[src/fswp_pkg.sv]
// Shared types, constants and the arctangent table for the four-step wrapped phase block.
// No dependencies; every other file in src except fswp_checker imports this package.
`timescale 1ns / 1ps

package fswp_pkg;

    // Default widths of the sample and phase fields.
    localparam int SAMPLE_BITS_DEF = 8;
    localparam int PHASE_BITS_DEF  = 16;

    // Rotation datapath: 31 iterations, inputs scaled by 2^30, 32-bit turn accumulator.
    localparam int CORDIC_STEPS = 31;
    localparam int PRESCALE     = 30;
    localparam int ANGLE_W      = 32;
    // Extra bits above the scaled input for CORDIC gain and the first add.
    localparam int GUARD_BITS   = 3;

    localparam logic [ANGLE_W-1:0] HALF_TURN = 32'h8000_0000;

    // Quadrant codes for the exact axis results, in quarter turns.
    localparam logic [1:0] QUAD_POS_X = 2'd0;
    localparam logic [1:0] QUAD_POS_Y = 2'd1;
    localparam logic [1:0] QUAD_NEG_X = 2'd2;
    localparam logic [1:0] QUAD_NEG_Y = 2'd3;

    // Per-item control that rides along with the rotation datapath.
    typedef struct packed {
        logic       special;   // result is an exact axis value, not the rotation angle
        logic       nomod;     // both differences are zero
        logic [1:0] quad;      // axis result in quarter turns
    } ctrl_t;

    // atan(2^-idx) in units of 2^-32 turn, rounded to nearest.
    function automatic logic [ANGLE_W-1:0] angle_step(input int idx);
        logic [ANGLE_W-1:0] a;
        case (idx)
            0:  a = 32'd536870912;
            1:  a = 32'd316933406;
            2:  a = 32'd167458907;
            3:  a = 32'd85004756;
            4:  a = 32'd42667331;
            5:  a = 32'd21354465;
            6:  a = 32'd10679838;
            7:  a = 32'd5340245;
            8:  a = 32'd2670163;
            9:  a = 32'd1335087;
            10: a = 32'd667544;
            11: a = 32'd333772;
            12: a = 32'd166886;
            13: a = 32'd83443;
            14: a = 32'd41722;
            15: a = 32'd20861;
            16: a = 32'd10430;
            17: a = 32'd5215;
            18: a = 32'd2608;
            19: a = 32'd1304;
            20: a = 32'd652;
            21: a = 32'd326;
            22: a = 32'd163;
            23: a = 32'd81;
            24: a = 32'd41;
            25: a = 32'd20;
            26: a = 32'd10;
            27: a = 32'd5;
            28: a = 32'd3;
            29: a = 32'd1;
            30: a = 32'd1;
            default: a = '0;
        endcase
        return a;
    endfunction

endpackage

[src/fswp_out.sv]
// Output stage: rounds the turn accumulator to the phase width or picks the exact axis value.
// Depends on fswp_pkg.
`timescale 1ns / 1ps

module fswp_out
    import fswp_pkg::*;
#(
    parameter int PHASE_BITS = PHASE_BITS_DEF
)
(
    input  logic                   clk,
    input  logic                   rst_n,
    input  logic                   in_valid,
    output logic                   in_ready,
    input  logic [ANGLE_W-1:0]     z_in,
    input  ctrl_t                  ctrl_in,
    output logic                   out_valid,
    input  logic                   out_ready,
    output logic [PHASE_BITS-1:0]  wrapped_phase,
    output logic                   no_modulation
);

    logic [ANGLE_W:0]       z_round;
    logic [PHASE_BITS-1:0]  phase_next;
    logic                   valid_reg;
    logic [PHASE_BITS-1:0]  phase_reg;
    logic                   nomod_reg;

    // Round half up; a carry into a full turn wraps to zero.
    assign z_round = {1'b0, z_in} + ((ANGLE_W+1)'(1) << (ANGLE_W - 1 - PHASE_BITS));

    always_comb
    begin
        if (ctrl_in.special)
        begin
            phase_next = {ctrl_in.quad, {(PHASE_BITS-2){1'b0}}};
        end
        else
        begin
            phase_next = z_round[ANGLE_W-1 -: PHASE_BITS];
        end
    end

    assign in_ready = !valid_reg || out_ready;

    always_ff @(posedge clk or negedge rst_n)
    begin
        if (!rst_n)
        begin
            valid_reg <= 1'b0;
        end
        else if (in_ready)
        begin
            valid_reg <= in_valid;
        end
    end

    always_ff @(posedge clk)
    begin
        if (in_ready && in_valid)
        begin
            phase_reg <= phase_next;
            nomod_reg <= ctrl_in.nomod;
        end
    end

    assign out_valid     = valid_reg;
    assign wrapped_phase = phase_reg;
    assign no_modulation = nomod_reg;

endmodule

[config.mk]
export PLATFORM = sky130hd
export DESIGN_NAME = fswp_out
export DESIGN_NICKNAME = d
export VERILOG_FILES = /design/src/fswp_pkg.sv /design/src/fswp_out.sv
export SDC_FILE = /design/constraint.sdc
export NUM_CORES = 1
export LEC_CHECK = 0
export ABC_AREA = 1
export BUFFER_PORTS_ARGS = -buffer_cell sky130_fd_sc_hd__buf_2
export CORE_UTILIZATION = 46
export CTS_CLUSTER_SIZE = 16
export DETAILED_ROUTE_END_ITERATION = 7
export PLACE_DENSITY_LB_ADDON = 0.12
export RECOVER_POWER = 50
export SYNTH_ARGS = -nofsm -noshare
export SYNTH_HDL_FRONTEND = slang
export SYNTH_SLANG_ARGS = --single-unit
[constraint.sdc]
create_clock -name clk -period 3.45 [get_ports clk]
set_input_delay 0.1725 -clock clk [delete_from_list [all_inputs] [get_ports clk]]
set_output_delay 0.1725 -clock clk [all_outputs]
set_load 0.02 [all_outputs]
* Yosys cells after proc, flatten, opt, wreduce, memory -nomap -nowiden
Index checks and enable logic that the tools add are counted.
** Word-level totals
- Bits in registers :: 18
- Logic and storage cells :: 9
** Operators by class
- Add/sub/neg operators :: 1
- Mux-type cells :: 1
- Reduce and logical (&&, ||, !) cells :: 3
** Operators with widths (number)
- $add 32x16->32 const B :: 1
- $mux 16 :: 1
- $logic_and 1x1->1 :: 1
- $logic_not 1->1 :: 1
- $logic_or 1x1->1 :: 1

* Longest topological paths before layout
Gate-level depths: netlist of run 1.
- Depth in word-level cells :: 3
- Depth in mapped cells :: 8
- Gate-level depth less buffers :: 8

* Least setup slack after synthesis of run 1
OpenSTA, ideal clock, no wires.
- Path kind :: reg-to-reg
- Start :: reg valid_reg, in the netlist out_valid
- End :: reg nomod_reg, in the netlist no_modulation (enable)
- Library setup time :: 0.397 ns
- Data arrival time :: 1.379 ns
- Slack :: 1.674 ns
- Cell stages (with the launch flop) :: 2
- Path buffers :: 0
- Period minus slack after synthesis :: 1.776 ns
- Cell sequence :: dfrtp_1 > a21oi_1
** On the way
- Cells in the longest elaborated chain, start to end :: 3
** RTL lines
- from (decl) :: line fswp_out.sv:25 : logic valid_reg;
- from (signal assigned) :: line fswp_out.sv:54 : valid_reg <= in_valid;
- $logic_not 1->1 :: line fswp_out.sv:44 : assign in_ready = !valid_reg || out_ready;
- $logic_or 1x1->1 :: line fswp_out.sv:44
- $logic_and 1x1->1 :: line fswp_out.sv:60 : if (in_ready && in_valid)
- to (signal assigned) :: line fswp_out.sv:63 : nomod_reg <= ctrl_in.nomod;
- to (decl) :: line fswp_out.sv:27 : logic nomod_reg;
Every way passes these cells.
A chain may end at the register's enable or synchronous reset.

* Worst setup path after layout of run 1
- Start :: in z_in[15]
- End :: reg phase_reg[11], in the netlist wrapped_phase[11], data pin
** On the way
- Cells in the longest elaborated chain, start to end :: 1
** RTL lines
- from (decl) :: line fswp_out.sv:15 : input logic [ANGLE_W-1:0] z_in,
- $add 32x16->32 :: line fswp_out.sv:30 : assign z_round = {1'b0, z_in} + ((ANGLE_W+1)'(1) << (ANGLE_W - 1 - PHASE_BITS));
- to (signal assigned) :: line fswp_out.sv:62 : phase_reg <= phase_next;
- to (decl) :: line fswp_out.sv:26 : logic [PHASE_BITS-1:0] phase_reg;
Every way passes these cells.

==> impl_table.tex, run 1 <==
\begin{tabular}{lr}
\hline
Metric & Value \\
\hline
\multicolumn{2}{l}{\textbf{Floorplan}} \\
\quad Die area & 2430 µm² \\
\quad Standard cell core area & roughly 2000 µm² \\
\quad Top-level port count & 59 \\
\quad Floorplan row count & 16 \\
\quad Overall die height & 49.3 µm \\
\quad Die width & a little under 50 µm \\
\quad Initial Utilization & 50.8\% \\
\multicolumn{2}{l}{\textbf{Final layout}} \\
\quad Number of diodes added for antenna fixing & 0 \\
\quad Ratio of cells with drive above 1 in the final layout & 18.0\% \\
\quad Area taken by flip-flops and latches & between 500 and 600 µm² \\
\quad Final nets & 220 \\
\quad Combined area of the multi-input logic cells & 410 µm² \\
\quad Fill cells & 194 \\
\quad Layout area overhead & 26.1\% \\
\quad Finished Core Util & 64.0\% \\
\quad Post-route standard cell area excluding fillers & 1290 µm² \\
\multicolumn{2}{l}{\textbf{Power and ir drop}} \\
\quad Maximum vdd drop & between 0.15 and 0.2 mV \\
\quad Static Leakage & 0.612 nW \\
\quad Power density relative to cell area & $\sim$360 nW/µm² \\
\multicolumn{2}{l}{\textbf{Min path}} \\
\quad HP Class & in2reg \\
\quad Hold path cells & 1 \\
\multicolumn{2}{l}{\textbf{Routing}} \\
\quad DRC violations left & 0 \\
\quad 1st-pass router iterations & 4 \\
\quad Routed vias & 1033 \\
\quad Routed wire length per instance & 11.3 µm \\
\quad Routed WL & between 2000 and 2500 µm \\
\quad Drt initial violations & 26 \\
\quad Antenna-violating nets left & 0 \\
\quad Post-detailed-route via-to-cell ratio & 5.04 \\
\multicolumn{2}{l}{\textbf{GRT}} \\
\quad Maximum number of pins on one net before global-route repair & 18 \\
\quad Global-route usage over all layers & 20.4\% \\
\quad Number of antenna violations at the first check in global routing & 0 \\
\quad Remaining Overflow, GRT & 0 \\
\quad First-pass GRT wire length & 3770 µm \\
\quad Vias in the first global route & 930 \\
\multicolumn{2}{l}{\textbf{CTS}} \\
\quad Clock-pin slew reported for the worst setup and hold paths after clock tree synthesis & roughly 110 ps \\
\quad Clock latency on the worst-skew pair & 300 ps \\
\quad Number of sinks on the clock net & 18 \\
\quad Clock tree from TritonCTS & yes \\
\quad Number of buffers added by the clock tree synthesis step & 3 \\
\quad CTS H-tree lvls & 1 \\
\quad Number of buffers between clock root and the deepest sink & 2 \\
\quad Post\_cts resized & 0 \\
\quad Root buffer cell & sky130\_fd\_sc\_hd\_\_clkbuf\_4 \\
\multicolumn{2}{l}{\textbf{Timing}} \\
\quad Max transition margin & approximately 80\% \\
\quad Final hold violation count & 0 \\
\quad Unrepaired setup endpoints after global routing & no \\
\quad Ratio of final minimum period to clock period & 35.0\% \\
\quad Fin. max-slew vios & 0 \\
\quad Fmax achieved & 827 MHz \\
\quad Final setup skew & between 10 and 15 ps \\
\quad Final setup fails & 0 \\
\quad Slew at the pin closest to its max-slew limit & 310 ps \\
\quad Shortest period the worst path allows & 1210 ps \\
\quad Summed negative setup slack over all endpoints & 0 ps \\
\multicolumn{2}{l}{\textbf{Worst setup path}} \\
\quad CP startpoint kind & input port \\
\quad CP required & between 3000 and 4000 ps \\
\quad Worst path arrival time & 1280 ps \\
\quad Category of the worst setup path capture point & flip-flop \\
\quad Register-to-register setup slack & 2320 ps \\
\quad Category of the most critical setup path & in2reg \\
\quad Maximum fanout count along the critical path & 5 \\
\quad Number of cells traversed by the worst register-to-register path & 2 \\
\multicolumn{2}{l}{\textbf{Yosys}} \\
\quad Warnings from Yosys & 0 \\
\quad Post-synthesis average cell area & just under 8 µm² \\
\quad Nets in the synthesized netlist & 171 \\
\quad Post-synth design cell area & 1030 µm² \\
\quad Number of instances in the synthesized netlist & 130 \\
\quad Distinct cells, synth & 17 \\
\quad Register area share after synthesis & 52.1\% \\
\quad Seq cells post-synth & 18 \\
\multicolumn{2}{l}{\textbf{Placement}} \\
\quad Weighted congestion at the end of routability-driven global placement & 0.838 \\
\quad DPL Wire Length & 1770 µm \\
\quad Port Buffers & 43 \\
\quad Post-place instance area & 1280 µm² \\
\multicolumn{2}{l}{\textbf{Run status}} \\
\quad Run status & complete, no violations \\
\multicolumn{2}{l}{\textbf{Flow run}} \\
\quad Max-Cap Viols & 0 \\
\hline
\end{tabular}
cells by family after synthesis:
logic type | count (synthesis) | share of synthesized area [%]
simple gates | 70 | 27.9
buf+inv | 21 | 7.67
flops | 18 | 52.1
compound gates | 17 | 8.53
xor+xnor | 3 | 2.56
fa+ha+maj | 1 | 1.22
Yosys cell counts (all sizes together):
master  count  area share, %
nand4       2            1.2
xnor2       1           0.85
nor2       26            9.7
dfrtp       1            2.4
nand3      10            4.9
xor2        2            1.7
o21ai       8            3.9
o21a        1           0.73
nand2      31             11
a21oi       8            3.9
nand3b      1           0.73
inv        20            7.3
clkbuf      1           0.37
edfxtp     17             50
ha          1            1.2
metal layers:
metal | wire length (µm) | global-route usage (%) | vias to the layer above
met3 | 136 | 2.80 | 7
met1 | 984 | 24.8 | 464
li1 | - | - | 519
met4 | 40 | 6.86 | 0
met2 | 1160 | 36.5 | 43
met5 | 0 | 0 | -
what timing repair did:
item	CTS	global route
buffers inserted	0	0
endpoints found under the hold margin	1	0
hold buffers	1	0
worst max-delay path, stage by stage:
cell and delay, ps:
sky130_fd_sc_hd__clkbuf_1 140, sky130_fd_sc_hd__ha_1 230, sky130_fd_sc_hd__nand3_1 110, sky130_fd_sc_hd__nor2_1 280, sky130_fd_sc_hd__nand2_1 120, sky130_fd_sc_hd__o21ai_0 170, sky130_fd_sc_hd__nor2_1 50
where the power goes:
group / switching [mW] / leakage, nW / internal (mW)
combinational: 0.0602 / 0.420 / 0.0301
clock: 0.0668 / 0.0150 / 0.0450
sequential: 0.00311 / 0.177 / 0.255
through the flow:
step                setup slack, ps  hold slack [ps]  instances  total power, mW
CTS                            2320             43.2        205            0.463
detailed placement             2050            -46.9        200            0.355
finish                         2240             38.9        205            0.460
global placement               2070            -53.4        200            0.352
global route                   2070             24.6        205            0.482
floorplan                      1670             -123        130            0.315
flip-flops by register name (all words and copies together), names as in the netlist:
name	cells
no_modulation	1
wrapped_phase	16
out_valid	1
final timing paths:
check / start / to
max in group asynchronous: rst_n / out_valid
setup reg to reg: out_valid / wrapped_phase[1]
min in group asynchronous: rst_n / out_valid
setup / recovery: z_in[15] / wrapped_phase[11]
hold reg to reg: out_valid / out_valid
hold / removal: ctrl_in[2] / no_modulation
final cells by class:
cell class                 count  share of cell area [%]
sequential                    18                    41.4
inverter                      20                    5.80
timing repair buffer          45                    16.5
clock buffer                   4                    2.03
multi-input combinational     91                    31.7
tap                           27                    2.61
cells in the final DEF, fill, tap and decap left out, drive strengths merged:
master | Yosys | final
nand2 | 31 | 31
nor2 | 26 | 26
clkbuf | 1 | 19
dfrtp | 1 | 1
xor2 | 2 | 2
inv | 20 | 20
dlygate4sd3 | 0 | 1
buf | 0 | 29
xnor2 | 1 | 1
a21oi | 8 | 8
nand4 | 2 | 2
nand3 | 10 | 10
o21a | 1 | 1
edfxtp | 17 | 17
o21ai | 8 | 8
ha | 1 | 1
nand3b | 1 | 1
Note: power is estimated with default switching activity, not from simulation.
==> inputs of run 2 (changes only) <==
--- a/config.mk
+++ b/config.mk
@@ -7,7 +7,7 @@
 export LEC_CHECK = 0
 export ABC_AREA = 1
 export BUFFER_PORTS_ARGS = -buffer_cell sky130_fd_sc_hd__buf_2
-export CORE_UTILIZATION = 46
+export CORE_UTILIZATION = 43
 export CTS_CLUSTER_SIZE = 16
 export DETAILED_ROUTE_END_ITERATION = 7
 export PLACE_DENSITY_LB_ADDON = 0.12
==> constraint.sdc (replaced) <==
create_clock -name clk -period 1.25 [get_ports clk]
set_input_delay 0.0625 -clock clk [delete_from_list [all_inputs] [get_ports clk]]
set_output_delay 0.0625 -clock clk [all_outputs]
set_load 0.02 [all_outputs]
==> run 2 against run 1 <==
Net effect:
- core utilization decreased by 3.5 points
- die area increased by 6.7%
- register-to-register slack got worse by 2100 ps
- cell count is 2.4% higher
- worst setup slack worse by 2100 ps
- cell area increased by 4.3%
- via count decreased by 4.0%
- non-clock buffer count increased by 4
- combinational power rose to 2.9 times the previous value
- global-route usage is 1.7 points lower
- clock skew down 8.5 ps
- wire length is 4.5% lower
- critical path type is now reg2reg
- highest routed layer unchanged
==> impl_table.tex, run 2 (synthesized netlist as in run 1, its figures left out) <==
\begin{tabular}{lr}
\hline
Metric & Value \\
\hline
\multicolumn{2}{l}{\textbf{Placement}} \\
\quad Post-placement worst setup slack & 39.5 ps (-2010 ps) \\
\quad DPL Wire Length & 1720 µm (-2.9\%) \\
\quad Cell count after placement & 204 (+2.0\%) \\
\quad Port Buffers & 43 (unchanged) \\
\quad Weighted congestion at the end of routability-driven global placement & 0.823 (-1.8\%) \\
\multicolumn{2}{l}{\textbf{Final layout}} \\
\quad Number of diodes added for antenna fixing & 0 (unchanged) \\
\quad Finished Core Util & 60.5\% (-3.5 points) \\
\quad Max reg flops & 16 (unchanged) \\
\quad Final nets & 224 (+1.8\%) \\
\quad Most frequent standard cell in the layout excluding fill and tap cells & sky130\_fd\_sc\_hd\_\_nand2\_1 \\
\quad Number of non-filler instances in the completed layout & 210 (+2.4\%) \\
\quad Ratio of cells with drive above 1 in the final layout & 19.8\% (+1.8 points) \\
\quad Layout area overhead & 31.5\% \\
\quad Commonest cells after routing, fill and taps aside & sky130\_fd\_sc\_hd\_\_nand2\_1 (31), sky130\_fd\_sc\_hd\_\_buf\_2 (28), sky130\_fd\_sc\_hd\_\_nor2\_1 (25), sky130\_fd\_sc\_hd\_\_inv\_1 (20), sky130\_fd\_sc\_hd\_\_edfxtp\_1 (17) \\
\multicolumn{2}{l}{\textbf{CTS}} \\
\quad Clock tree from TritonCTS & yes \\
\quad Number of buffers between clock root and the deepest sink & 2 (unchanged) \\
\quad CTS H-tree lvls & 1 (unchanged) \\
\quad Clock latency on the worst-skew pair & 290 ps (about the same) \\
\quad Root buffer cell & sky130\_fd\_sc\_hd\_\_clkbuf\_4 \\
\quad Clock-pin slew reported for the worst setup and hold paths after clock tree synthesis & 100 ps (about the same) \\
\quad Number of buffers added by the clock tree synthesis step & 3 (unchanged) \\
\quad Number of sinks on the clock net & 18 (unchanged) \\
\multicolumn{2}{l}{\textbf{Floorplan}} \\
\quad Overall die height & 50.9 µm (+3.3\%) \\
\quad Standard cell core area & 2230 µm² (+10\%) \\
\quad Die area & 2590 µm² (+6.7\%) \\
\quad Top-level port count & 59 (unchanged) \\
\quad Initial Utilization & 46.0\% (-4.8 points) \\
\quad Floorplan row count & 17 (+1) \\
\quad Die width & 50.9 µm (+3.3\%) \\
\multicolumn{2}{l}{\textbf{Timing}} \\
\quad Least setup slack across all paths after layout & 182 ps (-2060 ps) \\
\quad Fin. max-slew vios & 0 (unchanged) \\
\quad Fmax achieved & between 900 and 1000 MHz \\
\quad Shortest period the worst path allows & roughly 1100 ps \\
\quad Final setup fails & 0 (unchanged) \\
\quad Max transition margin & 63.8\% (-15 points) \\
\quad Ratio of final minimum period to clock period & a little under nine tenths \\
\quad Final setup skew & 3.17 ps (-8.49 ps) \\
\quad Summed negative setup slack over all endpoints & 0 ps (unchanged) \\
\quad Final hold violation count & 0 (unchanged) \\
\quad Slew at the pin closest to its max-slew limit & 542 ps (+232 ps) \\
\quad Unrepaired setup endpoints after global routing & no \\
\multicolumn{2}{l}{\textbf{Worst setup path}} \\
\quad Worst path arrival time & 1080 ps (-200 ps) \\
\quad CP Cell Sequence & a21oi\_4 -> buf\_12 \\
\quad Cell type of the slowest stage on the worst timing path & sky130\_fd\_sc\_hd\_\_dfrtp\_1 \\
\quad Maximum fanout count along the critical path & 17 (+12) \\
\quad Category of the most critical setup path & reg2reg \\
\quad CP startpoint kind & flip-flop \\
\quad CP required & 1260 ps (-2260 ps) \\
\quad Category of the worst setup path capture point & flip-flop \\
\quad Critical path's largest stage delay & 430 ps (+150 ps) \\
\multicolumn{2}{l}{\textbf{GRT}} \\
\quad First-pass GRT wire length & 3580 µm (-4.9\%) \\
\quad Fraction of met1 tracks used by global routing & 23.5\% (-1.3 points) \\
\quad Vias in the first global route & 881 (-5.3\%) \\
\quad Number of antenna violations at the first check in global routing & 0 (unchanged) \\
\quad Maximum number of pins on one net before global-route repair & 18 (unchanged) \\
\quad Global-route usage over all layers & 18.7\% (-1.7 points) \\
\quad Global-route met2 utilization & 32.4\% (-4.1 points) \\
\quad Remaining Overflow, GRT & 0 (unchanged) \\
\quad GRT met3 Usage & 2.08\% (-0.72 points) \\
\quad GRT Max-Usage Layer & met2 \\
\multicolumn{2}{l}{\textbf{Min path}} \\
\quad HP Class & in2reg \\
\multicolumn{2}{l}{\textbf{Routing}} \\
\quad Routed WL & 2210 µm (-4.5\%) \\
\quad Antenna-violating nets left & 0 (unchanged) \\
\quad Post-detailed-route via-to-cell ratio & 4.72 (-6.3\%) \\
\quad Routed vias & 992 (-4.0\%) \\
\quad Drt initial violations & 14 (-46\%) \\
\quad 1st-pass router iterations & 4 (unchanged) \\
\quad Routed wire length per instance & 10.5 µm (-6.8\%) \\
\quad DRC violations left & 0 (unchanged) \\
\multicolumn{2}{l}{\textbf{Power and ir drop}} \\
\quad Maximum vdd drop & 0.536 mV (+190\%) \\
\quad Static Leakage & 0.634 nW (+3.5\%) \\
\quad Final Total Pwr & 1.27 mW (+180\%) \\
\quad Power density relative to cell area & 939 nW/µm² (+160\%) \\
\multicolumn{2}{l}{\textbf{Run status}} \\
\quad Run status & complete, no violations \\
\multicolumn{2}{l}{\textbf{Flow run}} \\
\quad Max-Cap Viols & 0 (unchanged) \\
\hline
\end{tabular}
## run 2: changes by cell type in the layout (fill, tap and decap cells not counted), sizes merged
cell,before,now
clkbuf,19,20
dlygate4sd3,1,2
buf,29,30
clkinv,0,1
## run 2: area by class of cell
class                   instances  area, µm²
fillers                       215        882
well taps                      28       35.0
flip-flops and latches         18        536
repair buffers                 49        255
clock buffers                   3       22.5
inverters                      20       75.1
multi-input cells              91        424
clock inverters                 1       3.75
## run 2: path summary, 6_finish.rpt
check	from	endpoint	slack (ps)	cells past startpoint
max	out_valid	wrapped_phase[13]	180	2
min	in_valid	out_valid	10	3
max reg2reg	out_valid	wrapped_phase[13]	180	2
min reg2reg	out_valid	out_valid	590	2
max in group asynchronous	rst_n	out_valid	1090	2
min in group asynchronous	rst_n	out_valid	70	2
## run 2: stage by stage
step	hold slack [ps]	area [µm²]
floorplan	-233	1040
global placement	-163	1330
detailed placement	-161	1330
CTS	4.32	1370
global route	19.4	1350
finish	11.4	1350
## run 2: critical path, delay by kind of cell (launching register included)
family          cells  cell delay [ps]
flops               1              430
compound gates      1              190
buf+inv             1              170
## run 2: where the power goes
group / switching, mW / internal (mW) / leakage [nW]
Clock: 0.178 / 0.116 / 0.0154
Sequential: 0.00923 / 0.703 / 0.177
Combinational: 0.169 / 0.0939 / 0.441
## run 2: per-layer routing
metal / share of wire (%) / up-vias / wire (µm)
met5: 0 / - / 0
met4: 0.77 / 0 / 17
met3: 4.7 / 2 / 104
met2: 47 / 31 / 1050
met1: 47 / 431 / 1040
li1: - / 528 / -
## run 2: repair_timing
item | 4_1_cts | 5_1_grt
hold buffers | 2 | 0
endpoints found under the hold margin | 2 | 0
gates resized for setup | 0 | 0
setup buffers | 0 | 0
