<file path="src/fswp_pkg.sv">
// Shared types, constants and the arctangent table for the four-step wrapped phase block.
// No dependencies; every other file in src except fswp_checker imports this package.
`timescale 1ns / 1ps

package fswp_pkg;

    // Default widths of the sample and phase fields.
    localparam int SAMPLE_BITS_DEF = 8;
    localparam int PHASE_BITS_DEF  = 16;

    // Rotation datapath: 31 iterations, inputs scaled by 2^30, 32-bit turn accumulator.
    localparam int CORDIC_STEPS = 31;
    localparam int PRESCALE     = 30;
    localparam int ANGLE_W      = 32;
    // Extra bits above the scaled input for CORDIC gain and the first add.
    localparam int GUARD_BITS   = 3;

    localparam logic [ANGLE_W-1:0] HALF_TURN = 32'h8000_0000;

    // Quadrant codes for the exact axis results, in quarter turns.
    localparam logic [1:0] QUAD_POS_X = 2'd0;
    localparam logic [1:0] QUAD_POS_Y = 2'd1;
    localparam logic [1:0] QUAD_NEG_X = 2'd2;
    localparam logic [1:0] QUAD_NEG_Y = 2'd3;

    // Per-item control that rides along with the rotation datapath.
    typedef struct packed {
        logic       special;   // result is an exact axis value, not the rotation angle
        logic       nomod;     // both differences are zero
        logic [1:0] quad;      // axis result in quarter turns
    } ctrl_t;

    // atan(2^-idx) in units of 2^-32 turn, rounded to nearest.
    function automatic logic [ANGLE_W-1:0] angle_step(input int idx);
        logic [ANGLE_W-1:0] a;
        case (idx)
            0:  a = 32'd536870912;
            1:  a = 32'd316933406;
            2:  a = 32'd167458907;
            3:  a = 32'd85004756;
            4:  a = 32'd42667331;
            5:  a = 32'd21354465;
            6:  a = 32'd10679838;
            7:  a = 32'd5340245;
            8:  a = 32'd2670163;
            9:  a = 32'd1335087;
            10: a = 32'd667544;
            11: a = 32'd333772;
            12: a = 32'd166886;
            13: a = 32'd83443;
            14: a = 32'd41722;
            15: a = 32'd20861;
            16: a = 32'd10430;
            17: a = 32'd5215;
            18: a = 32'd2608;
            19: a = 32'd1304;
            20: a = 32'd652;
            21: a = 32'd326;
            22: a = 32'd163;
            23: a = 32'd81;
            24: a = 32'd41;
            25: a = 32'd20;
            26: a = 32'd10;
            27: a = 32'd5;
            28: a = 32'd3;
            29: a = 32'd1;
            30: a = 32'd1;
            default: a = '0;
        endcase
        return a;
    endfunction

endpackage

</file>
<file path="src/fswp_cordic_stage.sv">
// One vectoring CORDIC iteration as a registered pipeline stage with its own valid bit.
// Depends on fswp_pkg for the angle table and the control struct.
`timescale 1ns / 1ps

module fswp_cordic_stage
    import fswp_pkg::*;
#(
    parameter int IDX = 0,
    parameter int XW  = SAMPLE_BITS_DEF + PRESCALE + GUARD_BITS
)
(
    input  logic                  clk,
    input  logic                  rst_n,
    input  logic                  in_valid,
    output logic                  in_ready,
    input  logic signed [XW-1:0]  x_in,
    input  logic signed [XW-1:0]  y_in,
    input  logic [ANGLE_W-1:0]    z_in,
    input  ctrl_t                 ctrl_in,
    output logic                  out_valid,
    input  logic                  out_ready,
    output logic signed [XW-1:0]  x_out,
    output logic signed [XW-1:0]  y_out,
    output logic [ANGLE_W-1:0]    z_out,
    output ctrl_t                 ctrl_out
);

    localparam logic [ANGLE_W-1:0] STEP_ANGLE = angle_step(IDX);

    logic signed [XW-1:0]  dx;
    logic signed [XW-1:0]  dy;
    logic                  y_pos;
    logic                  valid_reg;
    logic signed [XW-1:0]  x_reg;
    logic signed [XW-1:0]  y_reg;
    logic [ANGLE_W-1:0]    z_reg;
    ctrl_t                 ctrl_reg;

    // Arithmetic shifts round toward minus infinity.
    assign dx    = y_in >>> IDX;
    assign dy    = x_in >>> IDX;
    assign y_pos = !y_in[XW-1] && (y_in != '0);

    assign in_ready = !valid_reg || out_ready;

    always_ff @(posedge clk or negedge rst_n)
    begin
        if (!rst_n)
        begin
            valid_reg <= 1'b0;
        end
        else if (in_ready)
        begin
            valid_reg <= in_valid;
        end
    end

    // Turn clockwise while y is above the axis, counterclockwise otherwise.
    always_ff @(posedge clk)
    begin
        if (in_ready && in_valid)
        begin
            if (y_pos)
            begin
                x_reg <= x_in + dx;
                y_reg <= y_in - dy;
                z_reg <= z_in + STEP_ANGLE;
            end
            else
            begin
                x_reg <= x_in - dx;
                y_reg <= y_in + dy;
                z_reg <= z_in - STEP_ANGLE;
            end
            ctrl_reg <= ctrl_in;
        end
    end

    assign out_valid = valid_reg;
    assign x_out     = x_reg;
    assign y_out     = y_reg;
    assign z_out     = z_reg;
    assign ctrl_out  = ctrl_reg;

endmodule

</file>
<file path="config.mk">
export PLATFORM = sky130hd
export DESIGN_NAME = fswp_cordic_stage
export DESIGN_NICKNAME = d
export VERILOG_FILES = /design/src/fswp_pkg.sv /design/src/fswp_cordic_stage.sv
export SDC_FILE = /design/constraint.sdc
export NUM_CORES = 1
export LEC_CHECK = 0
export BUFFER_PORTS_ARGS = -buffer_cell sky130_fd_sc_hd__buf_2
export CAP_MARGIN = 30
export CORE_MARGIN = 2
export CORE_UTILIZATION = 29
export DETAILED_ROUTE_END_ITERATION = 8
export PLACE_DENSITY = 0.57
export SKIP_CTS_REPAIR_TIMING = 1
export SLEW_MARGIN = 15
export SYNTH_ARGS = -nofsm -noshare
export SYNTH_HDL_FRONTEND = slang
export SYNTH_SLANG_ARGS = --single-unit
</file>
<file path="constraint.sdc">
create_clock -name clk -period 10.95 [get_ports clk]
set_input_delay 0 -clock clk [delete_from_list [all_inputs] [get_ports clk]]
set_output_delay 0 -clock clk [all_outputs]
set_load 0.05 [all_outputs]
</file>
# Word-level counts from Yosys, hierarchy flattened
# Index checks and enable logic that the tools add are counted.
[op_classes]
mux = 3
addsub = 5
reduce_logical = 6
[op_table]
columns = ["operator", "n"]
rows = [
  ["two-way mux 41 bit", 2],
  ["subtractor 41 bit", 2],
  ["adder 41 bit", 1],
  ["nonzero test 41 bit", 1],
  ["adder 32 x 30 -> 32 bit (second input constant)", 1],
  ["two-way mux 32 bit", 1],
  ["subtractor 32 x 30 -> 32 bit (second input constant)", 1],
  ["logical AND 1 bit", 2],
  ["logical NOT 1 bit", 2],
  ["logical OR 1 bit", 1],
]
[totals]
elab_cells = 21
out_inout_bits = 120
ff_bits = 119
input_bits = 122

# Logic depth before layout (Yosys ltp)
# Gate-level depths: netlist of the first run.
[logic_depth]
word_depth = 3
depth_mapped = 14
depth_no_buf = 13

# Worst setup path after synthesis of the first run
# OpenSTA, ideal clock, no wires.
[synth_timing]
path_kind = "reg2reg"
startpoint = "reg valid_reg (netlist: out_valid)"
endpoint = "reg ctrl_reg, in the netlist ctrl_out[0], enable pin"
slack_ns = 6.627
stages_incl_launch_ff = 3
n_path_buf = 0
t_required_ns = 10.461
period_less_slack_ns = 4.323
setup_time_ns = 0.489
arrival_time_ns = 3.834
path_cell_list = "dfrtp_1 nand2b_1 and2_1"
[synth_via]
elab_chain_len = 3
[synth_lines]
columns = ["element", "line", "text"]
rows = [
  ["start, declared", "fswp_cordic_stage.sv:33", "logic valid_reg;"],
  ["start signal, assigned", "fswp_cordic_stage.sv:54", "valid_reg <= in_valid;"],
  ["logical NOT 1 bit", "fswp_cordic_stage.sv:44", "assign in_ready = !valid_reg || out_ready;"],
  ["logical OR 1 bit", "fswp_cordic_stage.sv:44", ""],
  ["named net in_ready", "fswp_cordic_stage.sv:15", "output logic in_ready,"],
  ["logical AND 1 bit", "fswp_cordic_stage.sv:61", "if (in_ready && in_valid)"],
  ["end signal, assigned", "fswp_cordic_stage.sv:75", "ctrl_reg <= ctrl_in;"],
  ["end, declared", "fswp_cordic_stage.sv:37", "ctrl_t ctrl_reg;"],
]
# The timed path passes the listed nets, and every way through them passes these cells.
# A chain may end at the register's enable or synchronous reset.

# Final worst setup path of the first run
[layout_timing]
startpoint = "in y_in[1]"
endpoint = "reg z_reg[31] (netlist: z_out[31]), data pin"
[layout_via]
elab_chain_len = 3
[layout_lines]
columns = ["element", "line", "text"]
rows = [
  ["start, declared", "fswp_cordic_stage.sv:17", "input logic signed [XW-1:0] y_in,"],
  ["nonzero test 41 bit", "fswp_cordic_stage.sv:42", "assign y_pos = !y_in[XW-1] && (y_in != '0);"],
  ["logical AND 1 bit", "fswp_cordic_stage.sv:42", ""],
  ["two-way mux 32 bit", "fswp_cordic_stage.sv:63", "if (y_pos)"],
  ["end signal, assigned", "fswp_cordic_stage.sv:67", "z_reg <= z_in + STEP_ANGLE;"],
  ["end signal, assigned", "fswp_cordic_stage.sv:73", "z_reg <= z_in - STEP_ANGLE;"],
  ["end, declared", "fswp_cordic_stage.sv:36", "logic [ANGLE_W-1:0] z_reg;"],
]
# No other way between the ends.

==> results of run 1 <==
[flip-flops by register name, indices dropped and copies added, names as in the netlist]
name       count
y_out         40
x_out         41
ctrl_out       4
out_valid      1
z_out         32
[cells by family after synthesis]
logic type / synth area share [%]
AOI/OAI and AO/OA: 24.5
and+or+nand+nor: 13.3
buffers and inverters: 6.72
adders and majority gates: 14.5
DFF: 32.4
xor gates and xnor gates: 6.42
muxes: 2.11
[layer usage]
layer	global-route usage, %	vias to the layer above
met3	4.38	45
met1	27.1	4948
met5	0	-
li1	-	5024
met2	32.0	405
met4	7.13	6
[final timing paths]
kind / to / slack, ps / depth (start not counted)
worst max register to register: x_out[13]$_DFFE_PP_ / 8580 / 3
worst min register to register: ctrl_out[3]$_DFFE_PP_ / 1080 / 2
worst max-delay path: z_out[31]$_DFFE_PP_ / 7030 / 11
max in group asynchronous: out_valid$_DFFE_PN0N_ / 10450 / 3
min in group asynchronous: out_valid$_DFFE_PN0N_ / 390 / 3
worst min-delay path: x_out[40]$_DFFE_PP_ / 30 / 3
[power by group through the flow]
stage | registers (mW) | logic, mW | clock network (mW)
2_1_floorplan | 0.743 | 0.342 | 0
3_3_place_gp | 0.586 | 0.702 | 0
3_5_place_dp | 0.587 | 0.702 | 0
4_1_cts | 0.578 | 0.706 | 0.624
5_1_grt | 0.582 | 0.775 | 0.637
6_report | 0.577 | 0.717 | 0.603
[area by class of cell]
class	instances	area [sq um]
Clock buffer	18	429
Clock inverter	14	184
Fill cell	3886	23800
Inverter	134	503
Multi-Input combinational cell	956	6640
Sequential cell	118	3540
Tap cell	474	593
Timing Repair Buffer	284	1620
[through the flow]
step / hold WS, ps / util [%]
global placement: -225 / 33.5
detailed placement: -222 / 33.5
CTS: -718 / 35.2
finish: 27.1 / 36.2
floorplan: -296 / -
global route: 30.9 / 36.2
[synth_stat cells (6+ instances only)]
master	instances
a21oi_1	164
inv_1	128
nor2_1	125
ha_1	120
edfxtp_1	117
xnor2_1	71
o21ai_0	69
nand2_1	56
a21o_1	35
clkbuf_1	27
o21bai_1	27
mux2i_1	23
nand3_1	22
nor3_1	21
nand4_1	19
a211oi_1	16
nand2b_1	15
nor4_1	15
o31ai_1	15
buf_2	13
o21a_1	11
buf_1	10
a31oi_1	9
xor2_1	9
nor2b_1	7
o211ai_1	7
or2_2	7
a21boi_0	6
o221ai_1	6
[critical path: stages]
cell and delay, ps:
buf_2 170, nor4_1 940, nand4_1 410, nor3_1 270
or2_2 400, buf_4 650, inv_2 40, buf_4 380
fa_1 500, xnor2_1 150, xnor2_1 120
==> results.toml, run 1 <==
[sta]
slew_violations = 0
max_freq_mhz = 255
hold_violations = 0
rsz0062_at_grt = "no"
worst_slack_ps = 7030
skew_ps = 18.8
min_period_ps = 3920
slew_headroom_pct = 27.0
worst_pin_slew_ps = 1080
fin_crit_sh_pct = 35.8
setup_viol = 0
tns_ps = 0

[routing]
routed_wl_mm = 40.0
viasPerCell = 5.22
drc_errors = 0
drt_iter0_markers = 794
highest_layer = "met5"
wl_met3_mm = 2.63
wl_per_cell_um = 20.0
num_vias = 10428
drtPass1Iterations = 5
wl_met2_mm = 18.2
route.antenna.remaining_nets = 0
drt-met1-wl_mm = 18.2

[placed_design]
place_area_sq_mm = 0.0125
globalplace.congestion = 0.915
numPortBuffers = 241
dp_worst_setup_slack_ps = 6800
place_inst = 1927
hpwlAfterDp_mm = 31.7

[yosys]
synthArstFlopShare_pct = 0.847
ys_seq_area_share_pct = 32.4
synth_edf_count = 117
ys.flop_type = "edfxtp_1"
synth_warnings = 0
syn_nets = 1507
yosysTopAreaCell = "edfxtp_1"
netlist_area_sq_mm = 0.0109
synth_top_area_share_pct = 32.2
syn-instance-count = 1261
ys_top_cells_by_area = "edfxtp_1, ha_1, a21oi_1, xnor2_1, inv_1"
synth.avg_cell_area_sq_um = 8.65
synth.distinct_cells = 71
ys_seq_elements = 118

[final_layout]
fin_cells = 1998
layout-drive-gt1-share_pct = 19.8
area_growth_pct = 23.9
fin_area_sq_mm = 0.0135
mostFrequentLayoutCells = "buf_2, a21oi_1, inv_1"
num_antenna_cells = 0
final_common_cell = "buf_2"
fin_nets = 1757

[worst_setup_path]
worstPathRequired_ps = 11120
crit_path_start = "y_in[1]"
arrival_ps = 4090
rr_startpoint = "out_valid$_DFFE_PN0N_"
cp-start-kind = "input port"
crit_fanout = 65
crit_path_end_kind = "register"
path_class = "in2reg"

[run_status]
status = "complete, no violations"

[floorplan]
initial_core_util_pct = 29.2
io_pins = 242
die_area_sq_mm = 0.0392
fp.dieH_um = 198
coreArea_sq_mm = 0.0373
num_rows = 71
die_x_um = 198

[global_route]
grt_pass1_vias = 9994
grtUsageTotal_pct = 20.2
grt_first_pass_wirelength_mm = 59.6
grt_max_degree = 70
antenna_found_initial = 3
overflow = 0

[clock_network]
cts_buffers = 17
clock_latency_ps = 460
cts_tree = "done"
clockRootBuffer = "clkbuf_16"
clockBufferDepth = 2
htree_levels = 4
cts.clk_slew.worst_paths_ps = 60
cts.sinks = 118

[power]
intPower_mw = 1.16
power_switching_mw = 0.739
seq_power_share_pct = 30.4
peakVddDrop_v = 0.0000991
clkPwrFrac_pct = 31.8
power.density_mw_per_mm2 = 140
switching_share_pct = 38.9
power_mw = 1.90
comb_power_share_pct = 37.8
p_leak_nw = 5.88

[hold_path]
hp-start = "x_in[40]"
hp-class = "in2reg"

[job]
max_cap_viol_count = 0
Note: power is estimated with default switching activity, not from simulation.
==> run 2, diff against run 1 <==
Clock period 10.95 ns to 4.1 ns, I/O delays scaled along.
==> results.toml, run 2 (synthesis gave the netlist of run 1 again) <==
[run_status]
status = "complete, no violations"

[clock_network]
htree_levels = 4
cts_buffers = 17
cts_tree = "done"
cts.sinks = 118
cts.clk_slew.worst_paths_ps = 60
clockBufferDepth = 2
clockRootBuffer = "clkbuf_16"
clock_latency_ps = 460

[floorplan]
die_area_sq_mm = 0.0392
io_pins = 242
initial_core_util_pct = 29.2
fp.dieH_um = 198
num_rows = 71
die_x_um = 198
coreArea_sq_mm = 0.0373

[placed_design]
dp_worst_setup_slack_ps = 447
hpwlAfterDp_mm = 31.7
globalplace.congestion = 0.942
numPortBuffers = 241

[worst_setup_path]
cp.buffers_inverters = 3
crit_path_cell_trace = "dlygate4sd3_1, buf_2, ha_1, fa_1, nand2b_1, a221oi_1, o311ai_1, nand2_1, and4_1, o41ai_1, buf_4, o311ai_1, nand2_1, o31ai_1, a21o_1, xnor2_1"
crit_path_end_kind = "register"
r2r-end = "y_out[14]$_DFFE_PP_"
arrival_ps = 4130
cp_slowest_cell = "o311ai_1"
crit_family = "compound AO/OA/AOI/OAI gates"
critical-path-max-stage-delay_ps = 710
crit_fanout = 4
rr_startpoint = "out_valid$_DFFE_PN0N_"
path_class = "in2reg"
worstPathRequired_ps = 4300
rr_worst_depth = 3
cp-start-kind = "input port"
r2r_slack_ps = 2160

[routing]
routed_wl_mm = 40.0
wl_per_cell_um = 19.9
route.antenna.remaining_nets = 0
drtPass1Iterations = 5
drc_errors = 0
num_vias = 10520
drt_iter0_markers = 780
viasPerCell = 5.22

[hold_path]
hp-class = "in2reg"
hold_depth = 3
min_to = "x_out[40]$_DFFE_PP_"
hp-start = "x_in[40]"

[global_route]
grtUsageTotal_pct = 20.2
grt_pass1_vias = 10138
grt_first_pass_wirelength_mm = 59.7
overflow = 0
antenna_found_initial = 2
grt_max_degree = 82

[final_layout]
fillers = 3930
post-route-util_pct = 36.5
fin_nets = 1772
largest_reg_flops = 41
multi_input_area_sq_mm = 0.00664
final_common_cell = "buf_2"
area_growth_pct = 25.0
seqCellArea_sq_mm = 0.00354
mostFrequentLayoutCells = "buf_2, a21oi_1, inv_1"
layout-drive-gt1-share_pct = 20.7

[sta]
max_freq_mhz = 254
fin_crit_sh_pct = 95.8
rsz0062_at_grt = "no"
tns_ps = 0
min_period_ps = 3930
skew_ps = 12.4
slew_violations = 0
worst_slack_ps = 171
worst_pin_slew_ps = 937
hold_ws_ps = 27.3
slew_headroom_pct = 37.5
setup_viol = 0
hold_violations = 0

[power]
p_leak_nw = 5.96
power.density_mw_per_mm2 = 371
power_mw = 5.06
peakVddDrop_v = 0.000307

[job]
max_cap_viol_count = 0
[run 2: cell count changes in the layout (fill, tap and decap cells not counted), moves of 2 or more]
| cell | change |
|---|---|
| clkinv_1 | -2 |
| buf_4 | +14 |
| inv_6 | +2 |
| clkinv_4 | +2 |
[run 2: power breakdown]
part           internal [mW]  switching, mW  leakage [nW]  total, mW
Clock                  0.956          0.614         0.297       1.57
Combinational          0.596           1.35          4.54       1.95
Sequential              1.51         0.0305          1.13       1.54
Total                   3.06           2.00          5.96       5.06
[run 2: how the worst max path moves through the flow]
stage	cells after the start	end	startpoint
floorplan	2	ctrl_out[0]$_DFFE_PP_	out_valid$_DFFE_PN0N_
global placement	15	x_out[38]$_DFFE_PP_	x_in[0]
detailed placement	15	x_out[38]$_DFFE_PP_	x_in[0]
CTS	15	x_out[38]$_DFFE_PP_	x_in[0]
global route	16	x_out[38]$_DFFE_PP_	y_in[0]
finish	16	x_out[38]$_DFFE_PP_	y_in[0]
[run 2: stage by stage]
step / instances / area, sq um
floorplan: 1261 / 10900
global placement: 1941 / 12600
detailed placement: 1941 / 12600
CTS: 1973 / 13200
global route: 2013 / 13600
finish: 2014 / 13600
[run 2: worst min-delay path, delay by kind of cell]
kind                   cells  cell delay (ps)
XOR/XNOR                   2              290
buffers and inverters      1               80
[run 2: layout make-up]
class	count	area share, %
flip-flops and latches	118	26.0
clock inverters	15	1.31
inverters	134	3.69
clock buffers	17	3.12
diodes	1	0.0184
repair buffers	299	12.9
multi-input cells	956	48.7
well taps	474	4.35
[run 2: metal layers]
| metal | up-vias | routed length [um] | track usage, % |
|---|---|---|---|
| met3 | 62 | 2570 | 4.99 |
| met4 | 0 | 1250 | 8.13 |
| met2 | 388 | 17900 | 31.3 |
| li1 | 5057 | - | - |
| met1 | 5013 | 18400 | 27.0 |
| met5 | - | 0 | 0 |
==> run 3, diff against run 2 <==
Settings changed: CTS_BUF_LIST set to sky130_fd_sc_hd__clkbuf_8, PLACE_DENSITY 0.57 to 0.51.
==> results.toml, run 3 (synthesis gave the netlist of run 1 again) <==
[final_layout]
fin_nets = 1776
area_growth_pct = 23.5
largest_reg_flops = 41
layout-drive-gt1-share_pct = 20.7
post-route-util_pct = 36.1
seqCellArea_sq_mm = 0.00354
final_common_cell = "buf_2"
fin_cells = 2018
mostFrequentLayoutCells = "buf_2, a21oi_1, inv_1"
fillers = 3919
multi_input_area_sq_mm = 0.00664

[worst_setup_path]
crit_path_cell_trace = "dlygate4sd3_1, buf_2, ha_1, fa_1, nand2b_1, a221oi_1, o311ai_1, nand2_1, and4_1, o41ai_1, buf_4, o311ai_1, nand2_1, o31ai_1, a21o_1, xnor2_1"
worstPathRequired_ps = 4330
rr_worst_depth = 3
critical-path-max-stage-delay_ps = 690
crit_path_end_kind = "register"
arrival_ps = 4010
crit_family = "compound AO/OA/AOI/OAI gates"
cp-start-kind = "input port"
crit_cells = 16
cp.buffers_inverters = 3
crit_fanout = 4
cp_slowest_cell = "o311ai_1"
path_class = "in2reg"

[clock_network]
clockRootBuffer = "clkbuf_8"
cts_tree = "done"
cts.sinks = 118
htree_levels = 4
clock_latency_ps = 510
cts.clk_slew.worst_paths_ps = 70
cts_buffers = 17
clockBufferDepth = 2

[placed_design]
dp_worst_setup_slack_ps = 452
globalplace.congestion = 0.912
numPortBuffers = 241
place_inst = 1945
hpwlAfterDp_mm = 32.2

[global_route]
grt_first_pass_wirelength_mm = 59.5
overflow = 0
grtUsageTotal_pct = 20.2
grt_max_degree = 78
antenna_found_initial = 3
grt_pass1_vias = 10000

[power]
power.density_mw_per_mm2 = 347
peakVddDrop_v = 0.000205
p_leak_nw = 5.91

[routing]
drt_iter0_markers = 858
routed_wl_mm = 40.4
viasPerCell = 5.19
num_vias = 10475
route.antenna.remaining_nets = 0
drtPass1Iterations = 5
wl_per_cell_um = 20.0
drc_errors = 0

[floorplan]
fp.dieH_um = 198
die_area_sq_mm = 0.0392
io_pins = 242
coreArea_sq_mm = 0.0373
num_rows = 71
die_x_um = 198
initial_core_util_pct = 29.2

[sta]
skew_ps = 28.9
worst_pin_slew_ps = 811
slew_headroom_pct = 45.4
fin_crit_sh_pct = 92.1
rsz0062_at_grt = "no"
max_freq_mhz = 265
hold_ws_ps = -16.7
tns_ps = 0
min_period_ps = 3780
setup_viol = 0
worst_slack_ps = 323
hold_violations = 1
slew_violations = 0

[hold_path]
hold_depth = 3
hp-class = "in2reg"

[run_status]
violations = "negative hold slack"
status = "finished with violations"

[job]
max_cap_viol_count = 0
-- run 3: area by class of cell --
type                    count  share of cell area (%)
flip-flops and latches    118                    26.3
inverters                 134                    3.73
well taps                 474                    4.40
clock buffers              20                    2.04
clock inverters            12                    1.03
repair buffers            303                    13.2
diodes                      1                  0.0186
multi-input cells         956                    49.3
-- run 3: routing by layer --
metal	up-vias	GRT usage [%]	wire (um)	share of wire, %
li1	5066	-	-	-
met1	4949	28.2	19000	47
met2	410	31.8	18200	45
met3	46	3.56	2330	5.8
met4	4	5.96	777	1.9
met5	-	0	27	0.067
-- run 3: through the flow --
| step | total power, mW | cell area (sq um) |
|---|---|---|
| floorplan | 2.89 | 10900 |
| global placement | 3.48 | 12700 |
| detailed placement | 3.47 | 12700 |
| CTS | 4.69 | 13100 |
| global route | 4.92 | 13500 |
| finish | 4.68 | 13500 |
-- run 3: report_power, final --
group | internal [mW] | total [mW] | switching [mW]
Clock | 0.640 | 1.19 | 0.549
Combinational | 0.598 | 1.95 | 1.35
Sequential | 1.51 | 1.54 | 0.0311
Total | 2.75 | 4.68 | 1.93
-- run 3: worst min-delay path: cells and delay by family --
family	cells	cell delay, ps
XOR/XNOR	2	270
buffers and inverters	1	80
-- run 3: worst paths after layout --
check / from / endpoint / slack [ps]
max in group asynchronous: rst_n / out_valid$_DFFE_PN0N_ / 3650
max: y_in[0] / x_out[38]$_DFFE_PP_ / 320
min reg2reg: out_valid$_DFFE_PN0N_ / x_out[33]$_DFFE_PP_ / 1020
max reg2reg: out_valid$_DFFE_PN0N_ / x_out[14]$_DFFE_PP_ / 2160
min: x_in[40] / y_out[40]$_DFFE_PP_ / -20
min in group asynchronous: rst_n / out_valid$_DFFE_PN0N_ / 350
